### src/sv/stepper_axis_dda_with_endstops_defines.svh
// Assertion macros shared by the stepper axis modules.
`ifndef STEPPER_AXIS_DDA_WITH_ENDSTOPS_DEFINES_SVH
`define STEPPER_AXIS_DDA_WITH_ENDSTOPS_DEFINES_SVH

// Same-cycle implication, checked on every rising clock edge outside reset.
`define SDDA_ASSERT_IMPL(lbl, ante, cons, msg) \
  lbl: assert property (@(posedge clk_i) disable iff (!rst_ni) (ante) |-> (cons)) \
    else $error(msg);

// Next-cycle implication, checked on every rising clock edge outside reset.
`define SDDA_ASSERT_NEXT(lbl, ante, cons, msg) \
  lbl: assert property (@(posedge clk_i) disable iff (!rst_ni) (ante) |=> (cons)) \
    else $error(msg);

`endif

### src/sv/sdda_pkg.sv
// Types, constants and helpers for the DDA stepper axis.
package sdda_pkg;

  localparam int unsigned POS_WIDTH  = 32;
  localparam int unsigned PLAY_WIDTH = 8;
  localparam int unsigned CFG_W      = 8;
  localparam int unsigned CMP_W      = ((PLAY_WIDTH > CFG_W) ? PLAY_WIDTH : CFG_W) + 1;
  localparam int unsigned DIFF_W     = (POS_WIDTH > 32) ? POS_WIDTH : 32;

  typedef enum logic [2:0] {
    CMD_SET_TARGET      = 3'd0,
    CMD_START_HOMING    = 3'd1,
    CMD_DEFINE_POSITION = 3'd2,
    CMD_TICK            = 3'd3,
    CMD_HOMING_TICK     = 3'd4,
    CMD_PRESET_COUNTER  = 3'd5
  } cmd_e;

  typedef enum logic [1:0] {
    ES_UNKNOWN   = 2'd0,
    ES_TRAVELING = 2'd1,
    ES_AT_MAX    = 2'd2,
    ES_AT_MIN    = 2'd3
  } es_e;

  localparam logic [1:0] CFG_SINGLE_SWITCH = 2'd0;
  localparam logic [1:0] CFG_PLAY_RELOAD   = 2'd1;
  localparam logic [1:0] CFG_DEBOUNCE      = 2'd2;

  localparam logic             RST_SINGLE_SWITCH = 1'b1;
  localparam logic [CFG_W-1:0] RST_PLAY_RELOAD   = 8'd20;
  localparam logic [CFG_W-1:0] RST_DEBOUNCE      = 8'd5;

  typedef struct packed {
    logic [2:0]         command;
    logic signed [31:0] value;
    logic               relative;
    logic               toward_max;
    logic [30:0]        intervals;
    logic [4:0]         step_mult;
    logic               at_maximum;
    logic               at_minimum;
  } in_item_t;

  typedef struct packed {
    logic [4:0]         step_pulses;
    logic               dir_out;
    logic               enable_request;
    logic               still_active;
    logic [1:0]         endstop_state;
    logic signed [31:0] position_out;
  } out_item_t;

  typedef struct packed {
    logic             single_switch_mode;
    logic [CFG_W-1:0] play_reload;
    logic [CFG_W-1:0] debounce_distance;
  } es_cfg_t;

  typedef struct packed {
    logic check;
    logic homing;
    logic moving_up;
    logic at_max;
    logic at_min;
  } es_req_t;

  function automatic logic [PLAY_WIDTH-1:0] play_fit(input logic [CFG_W-1:0] v);
    return PLAY_WIDTH'(v);
  endfunction

endpackage

### src/sv/sdda_endstop.sv
// Endstop debounce machine with its play counter.
`include "stepper_axis_dda_with_endstops_defines.svh"

module sdda_endstop import sdda_pkg::*; (
  input  logic    clk_i,
  input  logic    rst_ni,
  input  es_cfg_t cfg_i,
  input  es_req_t req_i,
  output logic    hit_o,
  output es_e     state_o
);

  logic [PLAY_WIDTH-1:0] play_left_q, play_left_d;
  es_e                   stop_state_q, stop_state_d;
  logic                  last_dir_q, last_dir_d;

  logic                  raw_hit;
  logic                  below_thr;
  logic [PLAY_WIDTH-1:0] reload_val;
  logic signed [CMP_W-1:0] play_s, limit_s;

  always_comb begin
    play_left_d  = play_left_q;
    stop_state_d = stop_state_q;
    last_dir_d   = last_dir_q;
    raw_hit      = req_i.moving_up ? req_i.at_max : req_i.at_min;
    hit_o        = raw_hit;
    reload_val   = play_fit(cfg_i.play_reload);
    play_s       = signed'(CMP_W'(play_left_q));
    limit_s      = signed'(CMP_W'(cfg_i.play_reload)) - signed'(CMP_W'(cfg_i.debounce_distance));
    below_thr    = play_s < limit_s;
    if (cfg_i.single_switch_mode) begin
      if (raw_hit || (below_thr && stop_state_q != ES_TRAVELING)) begin
        if (stop_state_q == ES_TRAVELING || (req_i.homing && stop_state_q == ES_UNKNOWN)) begin
          play_left_d  = reload_val;
          stop_state_d = (req_i.homing ? req_i.moving_up : last_dir_q) ? ES_AT_MAX : ES_AT_MIN;
        end else if ((req_i.moving_up && stop_state_q != ES_AT_MAX) ||
                     (!req_i.moving_up && stop_state_q != ES_AT_MIN)) begin
          // Still inside the play window: swallow the switch and spend play.
          if (play_left_q != '0) begin
            play_left_d = play_left_q - PLAY_WIDTH'(1);
            hit_o       = 1'b0;
          end
        end
      end else begin
        stop_state_d = ES_TRAVELING;
        if (!req_i.homing) begin
          play_left_d = reload_val;
        end
      end
      last_dir_d = req_i.moving_up;
    end
    state_o = req_i.check ? stop_state_d : stop_state_q;
  end

  always_ff @(posedge clk_i or negedge rst_ni) begin
    if (!rst_ni) begin
      play_left_q  <= play_fit(RST_PLAY_RELOAD);
      stop_state_q <= ES_UNKNOWN;
      last_dir_q   <= 1'b0;
    end else if (req_i.check) begin
      play_left_q  <= play_left_d;
      stop_state_q <= stop_state_d;
      last_dir_q   <= last_dir_d;
    end
  end

  `SDDA_ASSERT_NEXT(a_state_never_unknown_again, stop_state_q != ES_UNKNOWN, stop_state_q != ES_UNKNOWN, "endstop state fell back to unknown")
  `SDDA_ASSERT_NEXT(a_raw_mode_holds_state, !cfg_i.single_switch_mode, $stable(stop_state_q) && $stable(play_left_q), "raw switch mode changed the debounce state")

endmodule

### src/sv/sdda_axis.sv
// Axis datapath: command decode, DDA error counter, position and direction.
module sdda_axis import sdda_pkg::*; (
  input  logic      clk_i,
  input  logic      rst_ni,
  input  logic      fire_i,
  input  in_item_t  item_i,
  input  logic      es_hit_i,
  input  es_e       es_state_i,
  output es_req_t   es_req_o,
  output out_item_t result_o
);

  logic [POS_WIDTH-1:0] pos_q, pos_d;
  logic [31:0]          err_q, err_d;
  logic [31:0]          delta_q, delta_d;
  logic                 up_q, up_d;
  logic                 neg_q, neg_d;

  logic [31:0]          err_add, err_sub;
  logic [POS_WIDTH-1:0] step_amt, pos_step;
  logic signed [DIFF_W-1:0] diff;
  logic [31:0]          tgt_dist;
  logic [4:0]           pulses;
  logic                 enable, active;

  always_comb begin
    pos_d    = pos_q;
    err_d    = err_q;
    delta_d  = delta_q;
    up_d     = up_q;
    neg_d    = neg_q;
    pulses   = '0;
    enable   = 1'b0;
    active   = 1'b0;
    es_req_o = '{check: 1'b0, homing: 1'b0, moving_up: up_q,
                 at_max: item_i.at_maximum, at_min: item_i.at_minimum};

    err_add  = err_q + delta_q;
    err_sub  = err_add - {1'b0, item_i.intervals};
    step_amt = POS_WIDTH'(item_i.step_mult);
    pos_step = neg_q ? (pos_q - step_amt) : (pos_q + step_amt);
    diff     = DIFF_W'(item_i.value) - DIFF_W'(signed'(pos_q));
    tgt_dist = item_i.relative ? item_i.value : diff[31:0];

    unique case (cmd_e'(item_i.command))
      CMD_SET_TARGET: begin
        delta_d = tgt_dist;
        if (tgt_dist != '0) begin
          enable = 1'b1;
          if (tgt_dist[31]) begin
            delta_d = -tgt_dist;
            up_d    = 1'b0;
            neg_d   = 1'b1;
          end else begin
            up_d    = 1'b1;
            neg_d   = 1'b0;
          end
        end
      end
      CMD_START_HOMING: begin
        up_d    = item_i.toward_max;
        enable  = 1'b1;
        delta_d = 32'd1;
        neg_d   = !item_i.toward_max;
      end
      CMD_DEFINE_POSITION: begin
        pos_d = POS_WIDTH'(item_i.value);
      end
      CMD_TICK: begin
        if (delta_q != '0) begin
          es_req_o.check = fire_i;
          err_d = err_add;
          if (!err_add[31]) begin
            err_d = err_sub;
            pos_d = pos_step;
            if (!es_hit_i) begin
              pulses = item_i.step_mult;
            end
          end
          active = !es_hit_i;
        end
      end
      CMD_HOMING_TICK: begin
        if (delta_q != '0) begin
          active = 1'b1;
          err_d  = err_add;
          if (!err_add[31]) begin
            // The switch is only examined on ticks that would step.
            err_d           = err_sub;
            es_req_o.check  = fire_i;
            es_req_o.homing = 1'b1;
            if (es_hit_i) begin
              active = 1'b0;
            end else begin
              pulses = item_i.step_mult;
              pos_d  = pos_step;
            end
          end
        end
      end
      CMD_PRESET_COUNTER: begin
        err_d = item_i.value;
      end
      default: begin
      end
    endcase

    result_o.step_pulses    = pulses;
    result_o.dir_out        = up_d;
    result_o.enable_request = enable;
    result_o.still_active   = active;
    result_o.endstop_state  = es_state_i;
    result_o.position_out   = 32'(signed'(pos_d));
  end

  always_ff @(posedge clk_i or negedge rst_ni) begin
    if (!rst_ni) begin
      pos_q   <= '0;
      err_q   <= '0;
      delta_q <= '0;
      up_q    <= 1'b0;
      neg_q   <= 1'b0;
    end else if (fire_i) begin
      pos_q   <= pos_d;
      err_q   <= err_d;
      delta_q <= delta_d;
      up_q    <= up_d;
      neg_q   <= neg_d;
    end
  end

endmodule

### src/sv/stepper_axis_dda_with_endstops.sv
// One axis of a DDA step generator with endstop debounce. The block accepts one
// command transaction per clock cycle while the input is not stalled and returns
// exactly one result transaction for it: the command is captured in an input
// register, decoded and applied in a single pass (the error counter update is the
// longest path, an add of the delta followed by a subtract of the interval count),
// and the result lands in an output register. A stalled result register holds the
// input register, and the input stalls only while both are full. Configuration
// writes are always ready and take effect on the next command; write them only
// while no command is in flight. There is no clearing pass after reset.
`include "stepper_axis_dda_with_endstops_defines.svh"

module stepper_axis_dda_with_endstops import sdda_pkg::*; (
  input  logic             clk_i,
  input  logic             rst_ni,
  input  logic             in_valid_i,
  output logic             in_stall_o,
  input  in_item_t         in_data_i,
  output logic             out_valid_o,
  input  logic             out_stall_i,
  output out_item_t        out_data_o,
  input  logic             cfg_valid_i,
  output logic             cfg_ready_o,
  input  logic [1:0]       cfg_index_i,
  input  logic [CFG_W-1:0] cfg_data_i
);

  in_item_t  in_q;
  logic      in_valid_q;
  out_item_t out_q;
  logic      out_valid_q;
  es_cfg_t   cfg_q;

  logic      advance;
  logic      fire;
  es_req_t   es_req;
  logic      es_hit;
  es_e       es_state;
  out_item_t result;

  assign advance     = !out_valid_q || !out_stall_i;
  assign fire        = in_valid_q && advance;
  assign in_stall_o  = in_valid_q && !advance;
  assign out_valid_o = out_valid_q;
  assign out_data_o  = out_q;
  assign cfg_ready_o = 1'b1;

  sdda_axis u_axis (
    .clk_i      (clk_i),
    .rst_ni     (rst_ni),
    .fire_i     (fire),
    .item_i     (in_q),
    .es_hit_i   (es_hit),
    .es_state_i (es_state),
    .es_req_o   (es_req),
    .result_o   (result)
  );

  sdda_endstop u_endstop (
    .clk_i   (clk_i),
    .rst_ni  (rst_ni),
    .cfg_i   (cfg_q),
    .req_i   (es_req),
    .hit_o   (es_hit),
    .state_o (es_state)
  );

  always_ff @(posedge clk_i or negedge rst_ni) begin
    if (!rst_ni) begin
      in_valid_q  <= 1'b0;
      out_valid_q <= 1'b0;
    end else begin
      if (!in_stall_o) begin
        in_valid_q <= in_valid_i;
      end
      if (advance) begin
        out_valid_q <= in_valid_q;
      end
    end
  end

  always_ff @(posedge clk_i) begin
    if (in_valid_i && !in_stall_o) begin
      in_q <= in_data_i;
    end
    if (fire) begin
      out_q <= result;
    end
  end

  always_ff @(posedge clk_i or negedge rst_ni) begin
    if (!rst_ni) begin
      cfg_q.single_switch_mode <= RST_SINGLE_SWITCH;
      cfg_q.play_reload        <= RST_PLAY_RELOAD;
      cfg_q.debounce_distance  <= RST_DEBOUNCE;
    end else if (cfg_valid_i && cfg_ready_o) begin
      unique case (cfg_index_i)
        CFG_SINGLE_SWITCH: cfg_q.single_switch_mode <= cfg_data_i[0];
        CFG_PLAY_RELOAD:   cfg_q.play_reload        <= cfg_data_i;
        CFG_DEBOUNCE:      cfg_q.debounce_distance  <= cfg_data_i;
        default: begin
        end
      endcase
    end
  end

  `SDDA_ASSERT_IMPL(a_stall_only_when_full, in_stall_o, in_valid_q && out_valid_q, "input stalled with a free stage")
  `SDDA_ASSERT_NEXT(a_stage_holds_on_stall, in_stall_o, in_valid_q && $stable(in_q), "stalled command left the input register")
  `SDDA_ASSERT_IMPL(a_pulses_imply_active, out_valid_o && out_data_o.step_pulses != 5'd0, out_data_o.still_active, "step pulses issued on an inactive result")
  `SDDA_ASSERT_IMPL(a_enable_not_on_tick, out_valid_o && out_data_o.enable_request, !out_data_o.still_active, "enable request and active tick in one result")

endmodule
### config.mk
export PLATFORM = sky130hd
export DESIGN_NAME = stepper_axis_dda_with_endstops
export DESIGN_NICKNAME = d
export VERILOG_FILES = /design/src/sv/sdda_pkg.sv /design/src/sv/sdda_endstop.sv /design/src/sv/sdda_axis.sv /design/src/sv/stepper_axis_dda_with_endstops.sv
export VERILOG_INCLUDE_DIRS = /design/src /design/src/sv
export SDC_FILE = /design/constraint.sdc
export NUM_CORES = 1
export LEC_CHECK = 0
export ABC_CLOCK_PERIOD_IN_PS = 10000
export BUFFER_PORTS_ARGS = -buffer_cell sky130_fd_sc_hd__buf_2
export CAP_MARGIN = 30
export CORE_ASPECT_RATIO = 1.75
export CORE_MARGIN = 5
export CORE_UTILIZATION = 55
export CTS_BUF_LIST = sky130_fd_sc_hd__clkbuf_4 sky130_fd_sc_hd__clkbuf_8
export CTS_CLUSTER_SIZE = 30
export DETAILED_ROUTE_END_ITERATION = 8
export MAX_ROUTING_LAYER = met4
export PLACE_DENSITY = 0.74
export SLEW_MARGIN = 0
export SYNTH_ARGS = -nofsm -noshare
export SYNTH_HDL_FRONTEND = slang
export SYNTH_SLANG_ARGS = --single-unit
### constraint.sdc
create_clock -name clk_i -period 10 [get_ports clk_i]
set_input_delay 0.5 -clock clk_i [delete_from_list [all_inputs] [get_ports clk_i]]
set_output_delay 0.5 -clock clk_i [all_outputs]
set_load 0.01 [all_outputs]
After elaboration in Yosys (flattened, before gate mapping) --
Index checks and enable logic that the tools add are counted.
Storage, ports and cells: bits in registers 245, input port bits 90, output and inout port bits 45
Cells by class: bitwise operators 2, reductions and logical operators 36, muxes and demuxes 49, magnitude comparators 1, add/sub/neg operators 8, equal/unequal tests 16
Operator list (number):
- 32-bit two-way mux | 11
- 32-bit one-hot mux with 2 select lines | 2
- 32-bit one-hot mux with 3 select lines | 1
- 32-bit nonzero test | 2
- 8-bit two-way mux | 5
- 32-bit adder | 1
- 32-bit by 5-bit adder with 32-bit output | 1
- 32-bit negator | 1
- 32-bit by 31-bit subtractor with 32-bit output | 1
- 32-bit subtractor | 1
- 32-bit by 5-bit subtractor with 32-bit output | 1
- 1-bit two-way mux | 19
- 2-bit two-way mux | 6
- 1-bit one-hot mux with 2 select lines | 5
- 2-bit AND reduction | 5
- 9-bit < comparator | 1
- 8-bit by 8-bit subtractor with 9-bit output | 1
- 8-bit nonzero test | 1
- 8-bit by 1-bit subtractor with 8-bit output, second input constant | 1
- 1-bit logical AND | 7
- 1-bit logical NOT | 7
- 3-bit by 2-bit == test with 1-bit output, second input constant | 2
- 3-bit == test, second input constant | 2
- 2-bit by 1-bit inequality test with 1-bit output, second input constant | 3
- other kinds (14) | 25

Depth between registers and ports, before layout --
depth in word-level cells 15, gate-level depth with buffers 23, gate-level depth less buffers 23

By module --
A second synthesis with hierarchy kept.
Unflattened totals: cells, all modules 2241, area total of the unflattened synthesis 19394.9 µm²
Modules (own cells, without submodules):
- sdda_axis | cells each 1910, instances 1, area an instance 13746.9 µm²
- stepper_axis_dda_with_endstops | cells each 164, instances 1, area an instance 4281.6 µm²
- sdda_endstop | cells each 167, instances 1, area an instance 1366.3 µm²

Worst setup path after synthesis --
No wires, ideal clock.
path type register to register, start register u_axis.delta_q[0], end register u_axis.err_q[27], path buffers 0, library setup time 141 ps, stages on the path, launching flop included 21, data arrival time 4480 ps, path slack 5379 ps, data required time 9859 ps, cell sequence dfrtp_1 ha_1 inv_1 fa_1 nor2b_1 o211ai_1 a31o_2 a21oi_1 xor2_1 ha_1 a21o_1 a21oi_1 nor2b_1 a311o_1 a221oi_1 nor4_1 o22a_1 a31o_2 a31oi_1 xor2_1 a31oi_1
On the way: cells in the longest elaborated chain, start to end 5, elaborated cells between the ends (all ways) 8
Ends and longest elaborated chain:
- from (decl) | line sdda_axis.sv:15 | logic [31:0] delta_q, delta_d;
- from (signal assigned) | line sdda_axis.sv:126 | delta_q <= delta_d;
- 32-bit adder | line sdda_axis.sv:38 | err_add = err_q + delta_q;
- 32-bit by 31-bit subtractor with 32-bit output | line sdda_axis.sv:39 | err_sub = err_add - {1'b0, item_i.intervals};
- 32-bit two-way mux | line sdda_axis.sv:73, sdda_axis.sv:87
- 32-bit two-way mux | line sdda_axis.sv:84 | if (delta_q != '0) begin
- 32-bit one-hot mux with 2 select lines | line sdda_axis.sv:45 | unique case (cmd_e'(item_i.command))
- to (signal assigned) | line sdda_axis.sv:125 | err_q <= err_d;
- to (decl) | line sdda_axis.sv:14 | logic [31:0] err_q, err_d;
Parallel ways exist; a longest one is shown, timed or not. The select of a mux whose other input is x is not followed. A chain may end at the register's enable or synchronous reset.

Worst setup path after layout --
Ends and elaborated chain as after synthesis.

==> results_dict.tcl <==
set metrics [dict create \
    run_status "finished clean" \
    syn_avg_cell_area_sq_um 8.72 \
    fin_worst_skew_ps 37.3 \
    vias_per_cell 6.25 \
    start_util 0.558 \
    ctsHoldBuffers 0 \
    hp-start "in_data_i[39]" \
    timing.final.crit_share 0.536 \
    tightest_slew_ps 982 \
    ir_drop_mv 0.164 \
    finalSetupViolCount 0 \
    maxSlewViolCount 0 \
    nets 2557 \
    fill_cells 3104 \
    netlist_area_sq_um 19200 \
    io_pins 135 \
    clockRootBuffer "clkbuf_8" \
    synth_ff_type "dfrtp_1" \
    setup_ws_ps 4640 \
    tns_ps 0 \
    cts_made_buffers 41 \
    clockBufferDepth 3 \
    placed_cell_area_sq_um 20300 \
    place_hpwl_microns 44100 \
    synth_area_leaders "edfxtp_1, dfrtp_1, ha_1" \
    grt_max_degree 76 \
    layout-drive-gt1-share 0.134 \
    syn2layout_area_growth_pct 10.5 \
    clk_latency_ps 600 \
    yosys_warnings 0 \
    r2r_cells 20 \
    rsz0062_at_grt "false" \
    clk_pin_slew_ps 70 \
    finalHoldViolations 0 \
    arrival_ps 5760 \
    cts.htree.levels 2 \
    yosysTopAreaCell "edfxtp_1" \
    hold_depth 1 \
    grt_overflow 0 \
    dieArea_sq_um 38900 \
    dp_slack_ps 4670 \
    cts_resized 0 \
    regArea_sq_um 6730 \
    grt_pass1_wl_microns 91400 \
    synth_fp_nets 2440 \
    synth_edf_count 117 \
    dr.pass1.iters 6 \
    ys_seq_area_frac 0.350 \
    leakage_nw 9.39 \
    io_buffers 133 \
    cts_sinks 245 \
    vias 17589 \
    final_common_cell "nand2_1" \
    rows 90 \
    final_util 0.616 \
    grt_util_all_layers 0.302 \
    drc 0 \
    async_flop_share 0.522 \
    core-area_sq_um 34500 \
    endpoint_kind "flip-flop" \
    path_class "reg2reg" \
    synthDistinctLibCells 98 \
    maxCapViolations 0 \
    finalInstanceArea_sq_um 21200 \
    ys_seq_elements 245 \
    crit_required_ps 10400 \
    cp-startpoint "u_axis.delta_q[0]" \
    drt-initial-drc-count 1025 \
    gp_congestion 0.961 \
    postRouteAntennaNets 0 \
    max_freq_ghz 0.187 \
    r2r-start "u_axis.delta_q[0]" \
    min_period_ps 5360 \
    grt_pass1_vias 17507 \
    dieWidth_microns 151 \
    yosysTopAreaCellShare 0.183 \
    cts_tree "yes" \
    syn_inst 2202 \
    min_path_type "in2reg" \
    post_cts_buffers 0 \
    routedWlPerCell_microns 20.7 \
    drt-total-wl_microns 58300 \
    die_h_microns 257 \
    cp-start-kind "flip-flop" \
    p_per_area_nw_per_um2 346 \
    crit_fanout 5 \
    multi_input_area_sq_um 11600 \
    antenna_found_initial 1 \
    relSlewSlack 0.345 \
    layout_common_cells "nand2_1, a21oi_1, nor2_1, o21ai_0, ha_1" \
]
==> synth_stat cells, types with 16 or more instances <==
cell type,number
nand2b_1,29
clkbuf_1,65
xnor2_1,74
nand3_1,33
dfrtp_1,121
o211ai_1,41
edfxtp_1,117
inv_1,126
a21o_1,59
o31ai_1,28
a22oi_1,17
nand2_1,218
mux2_2,28
o21ai_0,179
nor2_1,185
xor2_1,59
nor3_1,33
ha_1,143
and3_1,20
a21oi_1,215
nand4_1,16
a211oi_1,28
o21a_1,23
o21bai_1,20
a31oi_1,34
nor2b_1,19
==> flip-flops by register name (all words and copies together), names as in the netlist <==
register                cells
in_q                       75
out_data_o                 42
u_axis.delta_q             32
u_axis.err_q               32
u_axis.pos_q               32
cfg_q                      17
u_endstop.play_left_q       8
u_endstop.stop_state_q      2
in_valid_q                  1
out_valid_o                 1
u_axis.neg_q                1
u_axis.up_q                 1
u_endstop.last_dir_q        1
==> final cells by class <==
cell class                      instances  share of cell area
Tap cell                              460              0.0271
Antenna cell                            1            0.000118
Inverter                              127              0.0224
Multi-Input combinational cell       1742               0.546
Clock inverter                         17             0.00654
Clock buffer                           59              0.0353
Sequential cell                       245               0.317
Timing Repair Buffer                  162              0.0460
==> routing by layer <==
layer,track usage,up-vias,share of wire
met5,-,-,0
met4,0.141,0,0.052
met3,0.0384,202,0.054
met2,0.529,634,0.52
met1,0.338,8383,0.38
li1,-,8370,-
==> worst paths after layout <==
path,slack [ps],end
min,80,in_q[39]
max in group asynchronous,8270,cfg_q[1]
max reg2reg,4640,u_axis.err_q[27]
max,4640,u_axis.err_q[27]
min reg2reg,480,u_axis.err_q[20]
min in group asynchronous,490,u_axis.err_q[3]
==> per-stage QoR <==
stage / instances / hold slack, ps / power (mW)
after floorplan: 2202 / 204 / 5.19
after global placement: 2730 / 463 / 6.15
after detailed placement: 2733 / 474 / 6.28
after CTS: 2809 / 47.3 / 7.31
after global routing: 2813 / 61.5 / 7.97
final: 2813 / 80.8 / 7.35
==> worst max-delay path: stages (launching register included) <==
cell	delay (ps)
dfrtp_1	380
ha_1	200
inv_1	60
fa_1	400
nor2b_1	200
o211ai_1	120
a31o_2	280
a21oi_1	310
a21o_1	170
a21oi_1	70
xnor2_1	210
ha_1	320
nor2b_1	160
a311o_1	330
a221oi_1	640
nor4_1	150
o22a_1	270
a31o_2	280
a31oi_1	330
xor2_1	180
a31oi_1	90
==> power breakdown <==
| part | internal (mW) | leakage, nW | switching [mW] | total, mW |
|---|---|---|---|---|
| registers | 1.34 | 2.71 | 0.258 | 1.59 |
| logic | 1.94 | 6.20 | 2.84 | 4.78 |
| clock network | 0.538 | 0.482 | 0.448 | 0.986 |
| total | 3.81 | 9.39 | 3.54 | 7.35 |
==> cells by family after synthesis <==
| logic type | share of synthesized area |
|---|---|
| fa+ha+maj | 0.0983 |
| simple gates | 0.154 |
| other cells | 0.000195 |
| buf+inv | 0.0475 |
| compound gates | 0.267 |
| xor+xnor | 0.0606 |
| flops | 0.350 |
| mux | 0.0218 |
(Power assumes the default switching activity.)
